<file path="config.mk">
export PLATFORM = sky130hd
export DESIGN_NAME = multi_marker_stream_matcher_top
export DESIGN_NICKNAME = d
export VERILOG_FILES = /design/src/rtl/mmsm_pkg.sv /design/src/rtl/mmsm_cell.sv /design/src/rtl/multi_marker_stream_matcher_top.sv
export SDC_FILE = /design/constraint.sdc
export NUM_CORES = 1
export LEC_CHECK = 0
export ABC_AREA = 1
export BUFFER_PORTS_ARGS = -buffer_cell sky130_fd_sc_hd__buf_2
export CORE_UTILIZATION = 47
export DETAILED_ROUTE_END_ITERATION = 10
export PLACE_DENSITY = 0.65
export SYNTH_ARGS = -nofsm -noshare
export SYNTH_HDL_FRONTEND = slang
export SYNTH_SLANG_ARGS = --single-unit
</file>
<file path="constraint.sdc">
create_clock -name clk -period 3.1 [get_ports clk]
set_input_delay 0.155 -clock clk [delete_from_list [all_inputs] [get_ports clk]]
set_output_delay 0.155 -clock clk [all_outputs]
set_load 0.005 [all_outputs]
</file>
<file path="src/rtl/mmsm_pkg.sv">
`default_nettype none

package mmsm_pkg;

    localparam int NUM_MARKERS    = 7;
    localparam int MAX_MARKER_LEN = 32;
    localparam int FIXED_MARKERS  = 7;
    localparam int PROG_W         = $clog2(MAX_MARKER_LEN);
    localparam int HIT_W          = 7;
    localparam int STR_W          = 8 * MAX_MARKER_LEN;

    typedef logic [MAX_MARKER_LEN-1:0][7:0] row_t;
    typedef logic [PROG_W-1:0]              prog_t;
    typedef logic [HIT_W-1:0]               hit_t;

    // one item as it moves down the chain
    typedef struct packed {
        logic       valid;
        logic [7:0] data;
        logic       eop;
        hit_t       mask;
    } stage_t;

    // raw marker text, right justified (last character in the low byte)
    function automatic logic [STR_W-1:0] marker_text(input int k);
        logic [STR_W-1:0] s;
        s = '0;
        unique case (k)
            0:       s = STR_W'("phase5d-ok");
            1:       s = STR_W'("utest.bin");
            2:       s = STR_W'("Saved: /term5d.txt");
            3:       s = STR_W'("stream-output-ok");
            4:       s = STR_W'("argv[1]=child-output-ok");
            5:       s = STR_W'("Press one key to return:");
            6:       s = STR_W'("You chose: x");
            default: s = '0;
        endcase
        return s;
    endfunction

    function automatic int marker_raw_len(input int k);
        int n;
        n = 0;
        unique case (k)
            0:       n = 10;
            1:       n = 9;
            2:       n = 18;
            3:       n = 16;
            4:       n = 23;
            5:       n = 24;
            6:       n = 12;
            default: n = 0;
        endcase
        return n;
    endfunction

    // strings over MAX_MARKER_LEN - 1 characters are cut to that length
    function automatic int marker_len(input int k);
        int n;
        n = marker_raw_len(k);
        if (k >= FIXED_MARKERS) begin
            n = 0;
        end
        if (n > MAX_MARKER_LEN - 1) begin
            n = MAX_MARKER_LEN - 1;
        end
        return n;
    endfunction

    // row of characters, first character at index 0, zero padded
    function automatic row_t marker_row(input int k);
        row_t             r;
        logic [STR_W-1:0] s;
        int               raw;
        int               n;
        r   = '0;
        s   = marker_text(k);
        raw = marker_raw_len(k);
        n   = marker_len(k);
        for (int i = 0; i < MAX_MARKER_LEN; i++) begin
            if (i < n) begin
                r[i] = s[(raw - 1 - i) * 8 +: 8];
            end
        end
        return r;
    endfunction

endpackage

`default_nettype wire

</file>
<file path="src/rtl/mmsm_cell.sv">
`default_nettype none

module mmsm_cell (
    input  wire logic            clk,
    input  wire logic            rst_n,
    input  wire logic            en,
    input  wire mmsm_pkg::row_t  pattern,
    input  wire mmsm_pkg::prog_t len,
    input  wire mmsm_pkg::hit_t  hit_bit,
    input  wire mmsm_pkg::stage_t stage_in,
    output mmsm_pkg::stage_t     stage_out,
    output mmsm_pkg::prog_t      progress
);
    import mmsm_pkg::*;

    typedef struct packed {
        logic [7:0] data;
        logic       eop;
        hit_t       mask;
    } pay_t;

    logic  valid_reg;
    pay_t  pay_reg;
    pay_t  pay_next;
    prog_t prog_reg;
    prog_t prog_next;
    prog_t p_eff;
    prog_t p_inc;
    logic  hit;
    logic  step;

    assign step = en && stage_in.valid;

    always_comb
    begin
        // out-of-range progress is taken as zero
        p_eff     = (prog_reg >= len) ? '0 : prog_reg;
        p_inc     = p_eff + prog_t'(1);
        hit       = 1'b0;
        prog_next = prog_reg;
        if (len != '0) begin
            if (stage_in.data == pattern[p_eff]) begin
                if (p_inc == len) begin
                    hit       = 1'b1;
                    prog_next = '0;
                end
                else begin
                    prog_next = p_inc;
                end
            end
            else if (stage_in.data == pattern[0]) begin
                prog_next = prog_t'(1);
            end
            else begin
                prog_next = '0;
            end
        end
    end

    always_comb
    begin
        pay_next.data = stage_in.data;
        pay_next.eop  = stage_in.eop;
        pay_next.mask = stage_in.mask | (hit ? hit_bit : '0);
    end

    always_ff @(posedge clk or negedge rst_n)
    begin
        if (!rst_n) begin
            valid_reg <= 1'b0;
            prog_reg  <= '0;
        end
        else begin
            if (en) begin
                valid_reg <= stage_in.valid;
            end
            if (step) begin
                prog_reg <= prog_next;
            end
        end
    end

    always_ff @(posedge clk)
    begin
        if (en) begin
            pay_reg <= pay_next;
        end
    end

    assign stage_out.valid = valid_reg;
    assign stage_out.data  = pay_reg.data;
    assign stage_out.eop   = pay_reg.eop;
    assign stage_out.mask  = pay_reg.mask;
    assign progress        = prog_reg;

endmodule

`default_nettype wire

</file>
<file path="src/rtl/multi_marker_stream_matcher_top.sv">
`default_nettype none

// Multi-marker stream matcher. Scans a byte stream for seven fixed marker
// strings and returns one item per input byte: hit_mask has bit k set when
// marker k completed on that byte, packet_end copies end_of_packet. Each
// marker keeps a progress count; on a mismatch the count restarts at 1 if
// the byte equals the marker's first character, else at 0, so overlapping
// occurrences that need a deeper fallback are not reported. Progress runs
// across packet boundaries. The matcher is a chain of NUM_MARKERS cells; a
// byte enters cell 0 and moves one cell per cycle while the chain is not
// held, each cell checking it against its own marker and ORing its hit into
// the travelling mask. Throughput is one byte per cycle unless the chain
// holds. The whole chain advances together, so it holds when the final
// stage has an item that is not taken; in_ready is low only then. No
// clearing pass is needed after reset.
module multi_marker_stream_matcher_top (
    input  wire logic       clk,
    input  wire logic       rst_n,
    input  wire logic       in_valid,
    output logic            in_ready,
    input  wire logic [7:0] data_byte,
    input  wire logic       end_of_packet,
    output logic            out_valid,
    input  wire logic       out_ready,
    output logic [mmsm_pkg::HIT_W-1:0] hit_mask,
    output logic            packet_end
);
    import mmsm_pkg::*;

    stage_t chain [NUM_MARKERS+1];
    prog_t  progress [NUM_MARKERS];
    logic   en;

    // chain moves whenever the last stage is empty or being drained
    assign en       = !chain[NUM_MARKERS].valid || out_ready;
    assign in_ready = en;

    assign chain[0].valid = in_valid;
    assign chain[0].data  = data_byte;
    assign chain[0].eop   = end_of_packet;
    assign chain[0].mask  = '0;

    for (genvar k = 0; k < NUM_MARKERS; k++) begin : g_cell
        // markers beyond the mask width still run but their hit is dropped
        localparam hit_t  BIT = (k < HIT_W) ? (hit_t'(1) << k) : '0;
        localparam prog_t LEN = prog_t'(marker_len(k));
        localparam row_t  ROW = marker_row(k);

        mmsm_cell u_cell (
            .clk      (clk),
            .rst_n    (rst_n),
            .en       (en),
            .pattern  (ROW),
            .len      (LEN),
            .hit_bit  (BIT),
            .stage_in (chain[k]),
            .stage_out(chain[k+1]),
            .progress (progress[k])
        );
    end

    assign out_valid  = chain[NUM_MARKERS].valid;
    assign hit_mask   = chain[NUM_MARKERS].mask;
    assign packet_end = chain[NUM_MARKERS].eop;

`ifndef SYNTH
    // a held result must freeze the input side too
    a_stall_blocks_input: assert property (@(posedge clk) disable iff (!rst_n)
        (out_valid && !out_ready) |-> !in_ready)
        else $error("input accepted while output stalled");

    // chain hold keeps the result in place
    a_hold_result: assert property (@(posedge clk) disable iff (!rst_n)
        (out_valid && !out_ready) |=> (out_valid && $stable(hit_mask)
                                        && $stable(packet_end)))
        else $error("stalled result changed");

    for (genvar k = 0; k < NUM_MARKERS; k++) begin : g_chk
        // progress never reaches the marker length (completion resets it)
        a_prog_range: assert property (@(posedge clk) disable iff (!rst_n)
            (marker_len(k) == 0) || (int'(progress[k]) < marker_len(k)))
            else $error("marker progress out of range");
    end
`endif

endmodule

`default_nettype wire
</file>
# == Word level (Yosys, flattened, before mapping) ==
# Memory sizes are Yosys's and may differ from the RTL's.
# Cells that the tools add are included.
# word_totals
register_bits,146
romBits,1792
in_bits,13
out_inout_bits,10
word_cells,154
mem_count,7
# classes
add_sub_neg,7
n_lt_le_gt_ge,14
n_eq_ne,21
n_mux,56
n_bitwise,6
n_reduce_logical,9
# mem_list
name,depth,width,read_ports,rd_ports_with_merged_regs,wr,line_no,source
(no name shown),32,8,1,0,0,mmsm_cell.sv:42,if (stage_in.data == pattern[p_eff]) begin
(no name shown),32,8,1,0,0,mmsm_cell.sv:42,
(no name shown),32,8,1,0,0,mmsm_cell.sv:42,
(no name shown),32,8,1,0,0,mmsm_cell.sv:42,
(no name shown),32,8,1,0,0,mmsm_cell.sv:42,
(no name shown),32,8,1,0,0,mmsm_cell.sv:42,
+1 memories,--,--,--,--,--,--,
# ops
op,count
2-to-1 mux 5 bit,22
== test 8 x 7 -> 1 bit (second input constant),7
== test 8 bit,7
2-to-1 mux 8 bit,7
< comparator 5 x 6 -> 1 bit (second input constant),7
OR 7 bit,6
adder 5 x 1 -> 5 bit (second input constant),7
2-to-1 mux 1 bit,22
== test 5 bit (second input constant),4
greater-or-equal comparator 5 bit (second input constant),4
== test 5 x 4 -> 1 bit (second input constant),3
greater-or-equal comparator 5 x 4 -> 1 bit (second input constant),3
logical AND 1 bit,7
2-to-1 mux 7 bit,1
2-to-1 mux 6 bit,1
2-to-1 mux 4 bit,1
2-to-1 mux 3 bit,1
2-to-1 mux 2 bit,1
logical NOT 1 bit,1
logical OR 1 bit,1

# == Logic depth before layout (Yosys ltp) ==
# Gate-level depths: netlist of run 1.
# logic_depth
depth_word,8
ltp_mapped,21
mapped_depth_nobuf,20

# == Modules after synthesis ==
# Synthesis of run 1 repeated with hierarchy kept, for this count alone.
# hier_totals
hier_cells,5457
area_unflattened_um2,29583.4
# by_module_without_submodules
mod,instances,cells_each,area_per_inst_um2,seq_area_each_um2
mmsm_cell (g_cell[1].u_cell ...),6,779,4227.8,630.6
mmsm_cell (g_cell[0].u_cell),1,779,4201.5,630.6
multi_marker_stream_matcher_top,1,4,15.0,0.0

# == Least setup slack after synthesis of run 1 ==
# Ideal clock, no wire load.
# synth_timing
kind,register to register
start,reg g_cell[6].u_cell.valid_reg
end,reg g_cell[0].u_cell.prog_reg[2]
setup_time_ns,0.131
arrival_ns,3.285
t_required_ns,2.969
setup_slack_ns,-0.316
stages_incl_launch_ff,8
path_buffers,0
period_less_slack_ns,3.416
cell_sequence,dfrtp_1 inv_1 nor2_1 clkinv_1 nand2_1 inv_1 nand3_1 o22ai_1
# synth_between
elab_chain_len,3
# synth_rtl
element,line_no,source
from (decl),mmsm_cell.sv:22,logic valid_reg;
from (signal assigned),mmsm_cell.sv:75,valid_reg <= stage_in.valid;
logical NOT 1 bit,multi_marker_stream_matcher_top.sv:35,assign en = !chain[NUM_MARKERS].valid || out_ready;
logical OR 1 bit,multi_marker_stream_matcher_top.sv:35,
named net in_ready,multi_marker_stream_matcher_top.sv:20,"output logic in_ready,"
logical AND 1 bit,mmsm_cell.sv:32,assign step = en && stage_in.valid;
to (signal assigned),mmsm_cell.sv:78,prog_reg <= prog_next;
to (decl),mmsm_cell.sv:25,prog_t prog_reg;
# The timed path passes the listed nets, and every way through them passes these cells.
# A chain may end at the register's enable or synchronous reset.

# == Final worst setup path of run 1 ==
# layout_timing
start,reg g_cell[4].u_cell.prog_reg[1]
end,reg g_cell[4].u_cell.prog_reg[2]
# layout_between
elab_chain_len,6
elab_cells_between_ends,9
classes_between,1 x add/sub; 1 x order compare; 2 x eq/ne; 4 x mux; 1 x memory
# layout_rtl
element,line_no,source
from (decl),mmsm_cell.sv:25,
from (signal assigned),mmsm_cell.sv:78,
greater-or-equal comparator 5 bit,mmsm_cell.sv:37,p_eff = (prog_reg >= len) ? '0 : prog_reg;
2-to-1 mux 5 bit *,mmsm_cell.sv:37,
memory read (32 x 8 bit) / adder 5 x 1 -> 5 bit (equally long branches),--,
2-to-1 mux 8 bit (implied by the code) / == test 5 bit (equally long branches),"mmsm_cell.sv:42, mmsm_cell.sv:43",
== test 8 bit / 2-to-1 mux 5 bit (equally long branches),"mmsm_cell.sv:42, mmsm_cell.sv:43",
2-to-1 mux 5 bit *,mmsm_cell.sv:42,
# Every way passes the cells marked *; elsewhere a longest branch is shown, timed or not. The select of a mux whose other input is x is not followed.

==> results of run 1 <==
-- power groups by stage --
| stage | combinational (mW) | sequential [mW] | clock (mW) |
|---|---|---|---|
| after global placement | 1.11 | 2.75 | 0 |
| final | 1.11 | 2.72 | 2.02 |
| after CTS | 1.12 | 2.72 | 2.07 |
| after detailed placement | 1.10 | 2.76 | 0 |
| after global routing | 1.29 | 2.78 | 2.14 |
| after floorplan | 0.856 | 2.65 | 0 |
-- per-layer routing --
metal	part of all wire	vias to the layer above
met3	0.036	25
met5	0	-
li1	-	3147
met4	0.018	0
met1	0.47	2759
met2	0.48	131
-- worst min-delay path, cell delays in order --
cell     delay [ns]
buf_2          0.08
nand2_1        0.09
o21ai_0        0.08
-- Yosys cell counts (all sizes together) --
cell type | number | area, µm²
nand2 | 269 | 1050
inv | 136 | 510
nor2 | 84 | 343
edfxtp | 83 | 2490
nand3 | 76 | 385
dfrtp | 42 | 1050
ha | 41 | 513
o21ai | 41 | 216
nand4 | 32 | 200
a21oi | 17 | 88.8
nor3 | 15 | 75.1
xor2 | 14 | 123
buf | 11 | 81.3
o22ai | 11 | 68.8
nand3b | 9 | 67.6
or2 | 9 | 56.3
nor4 | 8 | 50.1
o211ai | 8 | 60.1
xnor2 | 4 | 35.0
a31oi | 2 | 12.5
nor3b | 2 | 15.0
a211oi | 1 | 7.51
a21boi | 1 | 7.51
and2 | 1 | 6.26
and3 | 1 | 6.26
clkinv | 1 | 3.75
nor4b | 1 | 8.76
o2111ai | 1 | 8.76
o21a | 1 | 7.51
o31ai | 1 | 7.51
-- final cells by class --
type	count	area [µm²]
Fill cell	1392	6790
Timing Repair Buffer	40	283
Clock buffer	17	425
Tap cell	211	264
Clock inverter	15	188
Sequential cell	125	3540
Inverter	137	515
Multi-Input combinational cell	650	3420
-- logic make-up after synthesis --
| family | after synthesis |
|---|---|
| buffers and inverters | 148 |
| XOR/XNOR | 18 |
| AO/OA/AOI/OAI | 84 |
| flip-flops | 125 |
| adder cells (fa/ha/maj) | 41 |
| AND/OR/NAND/NOR | 507 |
-- path summary, 6_finish.rpt --
kind,start,to,slack (ns),cells after the start
min in group asynchronous,rst_n,g_cell[6].u_cell.progress[1],0.47,2
min,in_valid,g_cell[0].u_cell.valid_reg,0.03,3
min reg2reg,g_cell[3].u_cell.stage_out[3],g_cell[4].u_cell.stage_out[3],0.42,0
max in group asynchronous,rst_n,g_cell[2].u_cell.progress[4],2.01,2
max,g_cell[4].u_cell.progress[1],g_cell[4].u_cell.progress[2],0.39,18
max reg2reg,g_cell[4].u_cell.progress[1],g_cell[4].u_cell.progress[2],0.39,18
-- through the flow --
step	util	power (mW)	setup WS [ns]	std cells	instance area, µm²
6_report	0.560	5.85	0.387	1195	8640
3_5_place_dp	0.514	3.86	0.386	1153	7930
4_1_cts	0.560	5.91	0.282	1195	8640
2_1_floorplan	-	3.50	0.597	923	7560
3_3_place_gp	0.514	3.85	0.494	1153	7930
5_1_grt	0.560	6.21	0.147	1195	8640
==> summary.md, run 1 <==
| Metric | Value |
|---|---|
| CP max stage cell | `dfrtp_1` |
| Compound-cell area share of the yosys netlist | `0.0642` |
| Syn avg cell area | `8.19 µm²` |
| Share of layout cells above drive strength 1 | `0.0986` |
| Via/cell ratio | `just over 5` |
| Max Cap Viol | `0` |
| Met1 usage | `0.260` |
| CTS Root Cell | `clkbuf_16` |
| Total GRT Usage | `0.198` |
| Slew Viols, Final | `0` |
| CTS Buf Count | `17` |
| CP Buf/Inv Count | `2` |
| Core box area | `~0.015 mm²` |
| Worst skew pair latency | `0.41 ns` |
| Minimum clock period after layout | `2.71 ns` |
| Number of gates resized after CTS | `0` |
| GR peak layer | `met2` |
| Starting density of the core | `0.490` |
| Library cells used by synthesis | `42` |
| Int Power | `just over 4 mW` |
| Pin count of the biggest net entering global routing | `50` |
| Initial antenna violation count | `0` |
| Sequential share of power | `0.464` |
| DP Wirelength | `11.3 mm` |
| Max reg flops | `83` |
| Xor/xnor share of the synthesized area | `0.0209` |
| Final nets | `1,025` |
| Worst path cell trace | `nand3_1 > nand2_2 > nand2_4 > inv_1 > nor2_1 > ha_1 > inv_1 > ha_1 > or2_2 > nand3_1 > nand2_1 > a21oi_1 > nand2_1 > nor2_2 > nand2_2 > nor2_1 > nand2_1 > nand2_1` |
| Endpoints failing setup | `0` |
| Clock power frac | `0.346` |
| Ys Warns | `0` |
| P&R area growth vs syn | `14.3%` |
| Routed Wire Length | `~15 mm` |
| CTS sink cnt | `125` |
| Flops & latches, synth | `125` |
| Clk_skew | `approximately 0.0062 ns` |
| DRC viols | `0` |
| Post-synthesis mux area share | `0` |
| Switching power | `between 1.5 and 2 mW` |
| Seq/Total Area, Yosys | `0.469` |
| Net Count, Synth | `between 900 and 1,000` |
| Vias post-DR | `6,062` |
| Max VDD drop | `0.000461 V` |
| First-pass GRT wire length | `25.7 mm` |
| Comb pwr share | `0.190` |
| Pwr dens | `between 600 and 700 mW/mm²` |
| Req. time, crit path | `about 3.5 ns` |
| Total negative slack | `0 ns` |
| Fin crit share | `0.875` |
| Congestion Overflow GR | `0` |
| Setup bufs post-CTS | `0` |
| Worst hold-check path type | `primary input to flop` |
| Area share of fa/ha/maj cells after synthesis | `0.0678` |
| Wire length per cell | `between 10 and 15 µm` |
| Worst Setup Path Type | `flop to flop` |
| Crit path max-delay family | `simple AND/OR/NAND/NOR gates` |
| Commonest non-fill, non-tap cell in the layout | `nand2_1` |
| Sw Share | `0.303` |
| Final hold violation count | `0` |
| Worst EP arrival | `3.07 ns` |
| Met3 Resource Use GR | `0.0378` |
| Die Width | `129 µm` |
| Post-Syn Area | `0.00756 mm²` |
| CTS clock-pin slew for the worst setup and hold paths | `0.06 ns` |
| Syn Inst Count | `923` |
| Drt first pass iters | `5` |
| Hold-fix buffers, CTS | `10` |
| DIE AREA | `0.0166 mm²` |
| Number of global-route vias before repair | `5,586` |
| Maximum clock rate | `369 MHz` |
| Clk buf depth | `2` |
| Hold_ws | `about 0.034 ns` |
| CP peak stage delay | `~0.43 ns` |
| RSZ-0062 raised after global routing | `no` |
| Outcome | `finished, final reports clean` |
| GP Congestion | `between 0.9 and 1` |
| Critical path endpoint category | `flop` |
| Drt initial violations | `360` |
| Core Rows | `45` |
| Most frequent CP cell | `nand2_1` |
| Buffers on Ports | `22` |
| TritonCTS clock tree | `built` |
| Leak | `4.12 nW` |
| Die height | `129 µm` |
| IO Count | `23` |
| CTS H-tree depth | `4` |
| Max-slew headroom | `0.325` |
| CP Launch Type | `flop` |
| Antenna viol nets, final | `0` |
| Met2 usage | `0.322` |
| Most frequent cells in the layout | `nand2_1 (256), inv_1 (133), edfxtp_1 (83)` |
| Critical path fanouts, max | `7` |
| Actual slew at the worst max-slew pin | `1.01 ns` |
| Largest family of logic cells by synthesized area | `simple AND/OR/NAND/NOR gates` |
| Post-Synth Simple-Gate Area | `0.300` |
| Antenna cells | `0` |
(Power assumes the default switching activity.)
==> run 2: changes to the inputs <==
--- a/config.mk
+++ b/config.mk
@@ -7,9 +7,9 @@
 export LEC_CHECK = 0
 export ABC_AREA = 1
 export BUFFER_PORTS_ARGS = -buffer_cell sky130_fd_sc_hd__buf_2
-export CORE_UTILIZATION = 47
+export CORE_UTILIZATION = 55
 export DETAILED_ROUTE_END_ITERATION = 10
-export PLACE_DENSITY = 0.65
+export PLACE_DENSITY = 0.75
 export SYNTH_ARGS = -nofsm -noshare
 export SYNTH_HDL_FRONTEND = slang
 export SYNTH_SLANG_ARGS = --single-unit
==> summary.md, run 2 (synthesis gave the netlist of run 1 again) <==
| Metric | Value |
|---|---|
| Hold depth | `4 (+1)` |
| Pin count of the biggest net entering global routing | `62 (+24%)` |
| Final hold violation count | `0 (unchanged)` |
| Critical path fanouts, max | `7 (unchanged)` |
| Minimum clock period after layout | `2.73 ns (+0.0180 ns)` |
| Antenna viol nets, final | `0 (unchanged)` |
| Drt initial violations | `489 (+36%)` |
| FF-to-FF path depth | `18 (unchanged)` |
| CTS clock-pin slew for the worst setup and hold paths | `0.06 ns (about the same)` |
| Vias post-DR | `6,244 (+3.0%)` |
| Pwr dens | `693 mW/mm² (+2.3%)` |
| Max VDD drop | `0.000479 V (+3.8%)` |
| First-pass GRT wire length | `26.8 mm (+4.2%)` |
| Worst Setup Path Type | `flop to flop` |
| Hold Path End | `g_cell[3].u_cell.stage_out[0]` |
| Commonest non-fill, non-tap cell in the layout | `nand2_1` |
| Core Rows | `42 (-6.7%)` |
| CTS sink cnt | `125 (unchanged)` |
| Hold_sp | `out_ready` |
| DP Wirelength | `11.3 mm (about the same)` |
| Fin crit share | `0.881 (+0.00580)` |
| R2R Setup Slk | `0.37 ns (-0.02 ns)` |
| Die height | `119 µm (-7.4%)` |
| CTS H-tree depth | `4 (unchanged)` |
| CP peak stage delay | `0.42 ns (about the same)` |
| Final nets | `1,026 (+0.098%)` |
| Most frequent CP cell | `nand2_1` |
| Critical path endpoint category | `flop` |
| Endpoints failing setup | `0 (unchanged)` |
| TritonCTS clock tree | `built` |
| Routed Wire Length | `15.6 mm (+4.0%)` |
| CP Launch Type | `flop` |
| Worst hold-check path type | `primary input to flop` |
| CTS Buf Count | `17 (unchanged)` |
| Via/cell ratio | `5.38 (+6.0%)` |
| Max Cap Viol | `0 (unchanged)` |
| Congestion Overflow GR | `0 (unchanged)` |
| Antenna cells | `0 (unchanged)` |
| R2R Path Start | `g_cell[4].u_cell.progress[1]` |
| Worst setup margin | `0.369 ns (-0.0180 ns)` |
| Leak | `4.12 nW (about the same)` |
| Starting density of the core | `0.566 (+0.0764)` |
| Number of global-route vias before repair | `5,840 (+4.5%)` |
| Reg2reg end | `g_cell[4].u_cell.progress[1]` |
| Worst path cell trace | `nand3_1 > nand2_2 > nand2_4 > inv_1 > nor2_1 > ha_1 > inv_1 > ha_1 > or2_2 > nand3_1 > nand2_1 > a21oi_1 > nand2_1 > nor2_2 > nand2_2 > nor2_1 > nand2_1 > nand2_1` |
| Drt first pass iters | `5 (unchanged)` |
| Die Width | `119 µm (-7.4%)` |
| Number of gates resized after CTS | `0 (unchanged)` |
| Max reg flops | `83 (unchanged)` |
| Wire length per cell | `13.5 µm (+7.1%)` |
| Worst skew pair latency | `0.42 ns (about the same)` |
| Outcome | `finished, final reports clean` |
| Core box area | `0.0133 mm² (-13%)` |
| P&R area growth vs syn | `14.0%` |
| DIE AREA | `0.0142 mm² (-14%)` |
| Max-slew headroom | `0.322 (-0.00224)` |
| Clk buf depth | `2 (unchanged)` |
| Share of layout cells above drive strength 1 | `0.0975 (-0.00112)` |
| Place WS | `0.398 ns (+0.0114 ns)` |
| CTS Root Cell | `clkbuf_16` |
| Actual slew at the worst max-slew pin | `1.02 ns (+0.00337 ns)` |
| Worst EP arrival | `3.09 ns (+0.02 ns)` |
| Slew Viols, Final | `0 (unchanged)` |
| Fillers | `1,123 (-19%)` |
| Total negative slack | `0 ns (unchanged)` |
| Most frequent cells in the layout | `nand2_1 (256), inv_1 (133), edfxtp_1 (83)` |
| Initial antenna violation count | `0 (unchanged)` |
| Maximum clock rate | `366 MHz (-0.66%)` |
| Clk_skew | `0.0111 ns (+0.00489 ns)` |
| RSZ-0062 raised after global routing | `no` |
| DRC viols | `0 (unchanged)` |
| Total power | `5.97 mW (+2.1%)` |
| GP Congestion | `0.912 (+0.23%)` |
| CP max stage cell | `dfrtp_1` |
| Req. time, crit path | `3.46 ns (about the same)` |
| IO Count | `23 (unchanged)` |
| Total GRT Usage | `0.239 (+0.0404)` |
| Buffers on Ports | `22 (unchanged)` |
==> run 2: cell count changes in the layout (fill, tap and decap cells not counted) <==
cell,change
clkinv_2,-1
clkbuf_1,+1
bufinv_16,+1
clkinv_4,-4
clkinvlp_4,+2
inv_6,-1
buf_4,+1
buf_12,-1
clkbuf_8,+2
dlygate4sd3_1,+1
==> run 2: worst max-delay path by stage <==
stage,start,endpoint,slack (ns),cells after the start
floorplan,g_cell[4].u_cell.progress[0],g_cell[4].u_cell.progress[1],0.60,19
global placement,g_cell[4].u_cell.progress[1],g_cell[4].u_cell.progress[2],0.49,18
detailed placement,g_cell[4].u_cell.progress[1],g_cell[4].u_cell.progress[1],0.40,18
CTS,g_cell[4].u_cell.progress[1],g_cell[4].u_cell.progress[1],0.37,18
global route,g_cell[4].u_cell.progress[1],g_cell[4].u_cell.progress[1],0.11,18
finish,g_cell[4].u_cell.progress[1],g_cell[4].u_cell.progress[1],0.37,18
==> run 2: report_power, final <==
part / internal, mW / switching (mW) / total [mW]
sequential: 2.43 / 0.281 / 2.72
clock: 1.40 / 0.736 / 2.13
combinational: 0.370 / 0.758 / 1.13
==> run 2: per-stage QoR <==
| step | area (µm²) | instances | utilization | hold WS (ns) |
|---|---|---|---|---|
| final | 8620 | 1161 | 0.646 | 0.299 |
| after global routing | 8620 | 1161 | 0.646 | 0.312 |
| after CTS | 8620 | 1161 | 0.646 | 0.293 |
| after detailed placement | 7870 | 1118 | 0.590 | 0.341 |
| after global placement | 7870 | 1118 | 0.590 | 0.334 |
| after floorplan | 7560 | 923 | - | -0.141 |
==> run 2: area by class of cell <==
cell class	instances	area (µm²)	share of cell area
multi-input combinational	650	3420	0.397
clock inverter	12	184	0.0213
sequential	125	3540	0.411
inverter	137	515	0.0598
clock buffer	20	457	0.0530
tap	176	220	0.0255
timing repair buffer	41	280	0.0325
==> run 2: repair_timing <==
item,in CTS,in global routing
setup buffers,0,0
endpoints found under the hold margin,52,0
hold buffers,11,0
==> run 2: layer usage <==
| layer | vias to the layer above | share of wire | wire length, µm | track usage |
|---|---|---|---|---|
| li1 | 3153 | - | - | - |
| met3 | 35 | 0.042 | 655 | 0.0551 |
| met5 | - | 0 | 0 | 0 |
| met1 | 2886 | 0.45 | 7080 | 0.300 |
| met4 | 0 | 0.023 | 365 | 0.0981 |
| met2 | 170 | 0.48 | 7530 | 0.396 |
==> run 2: worst max-delay path: cells and delay by family, from the launching register on <==
kind                     cells  cell delay [ns]
AO/OA/AOI/OAI                1             0.12
adder cells (fa/ha/maj)      2             0.40
buffers and inverters        2             0.13
flip-flops                   1             0.42
AND/OR/NAND/NOR             13             1.58
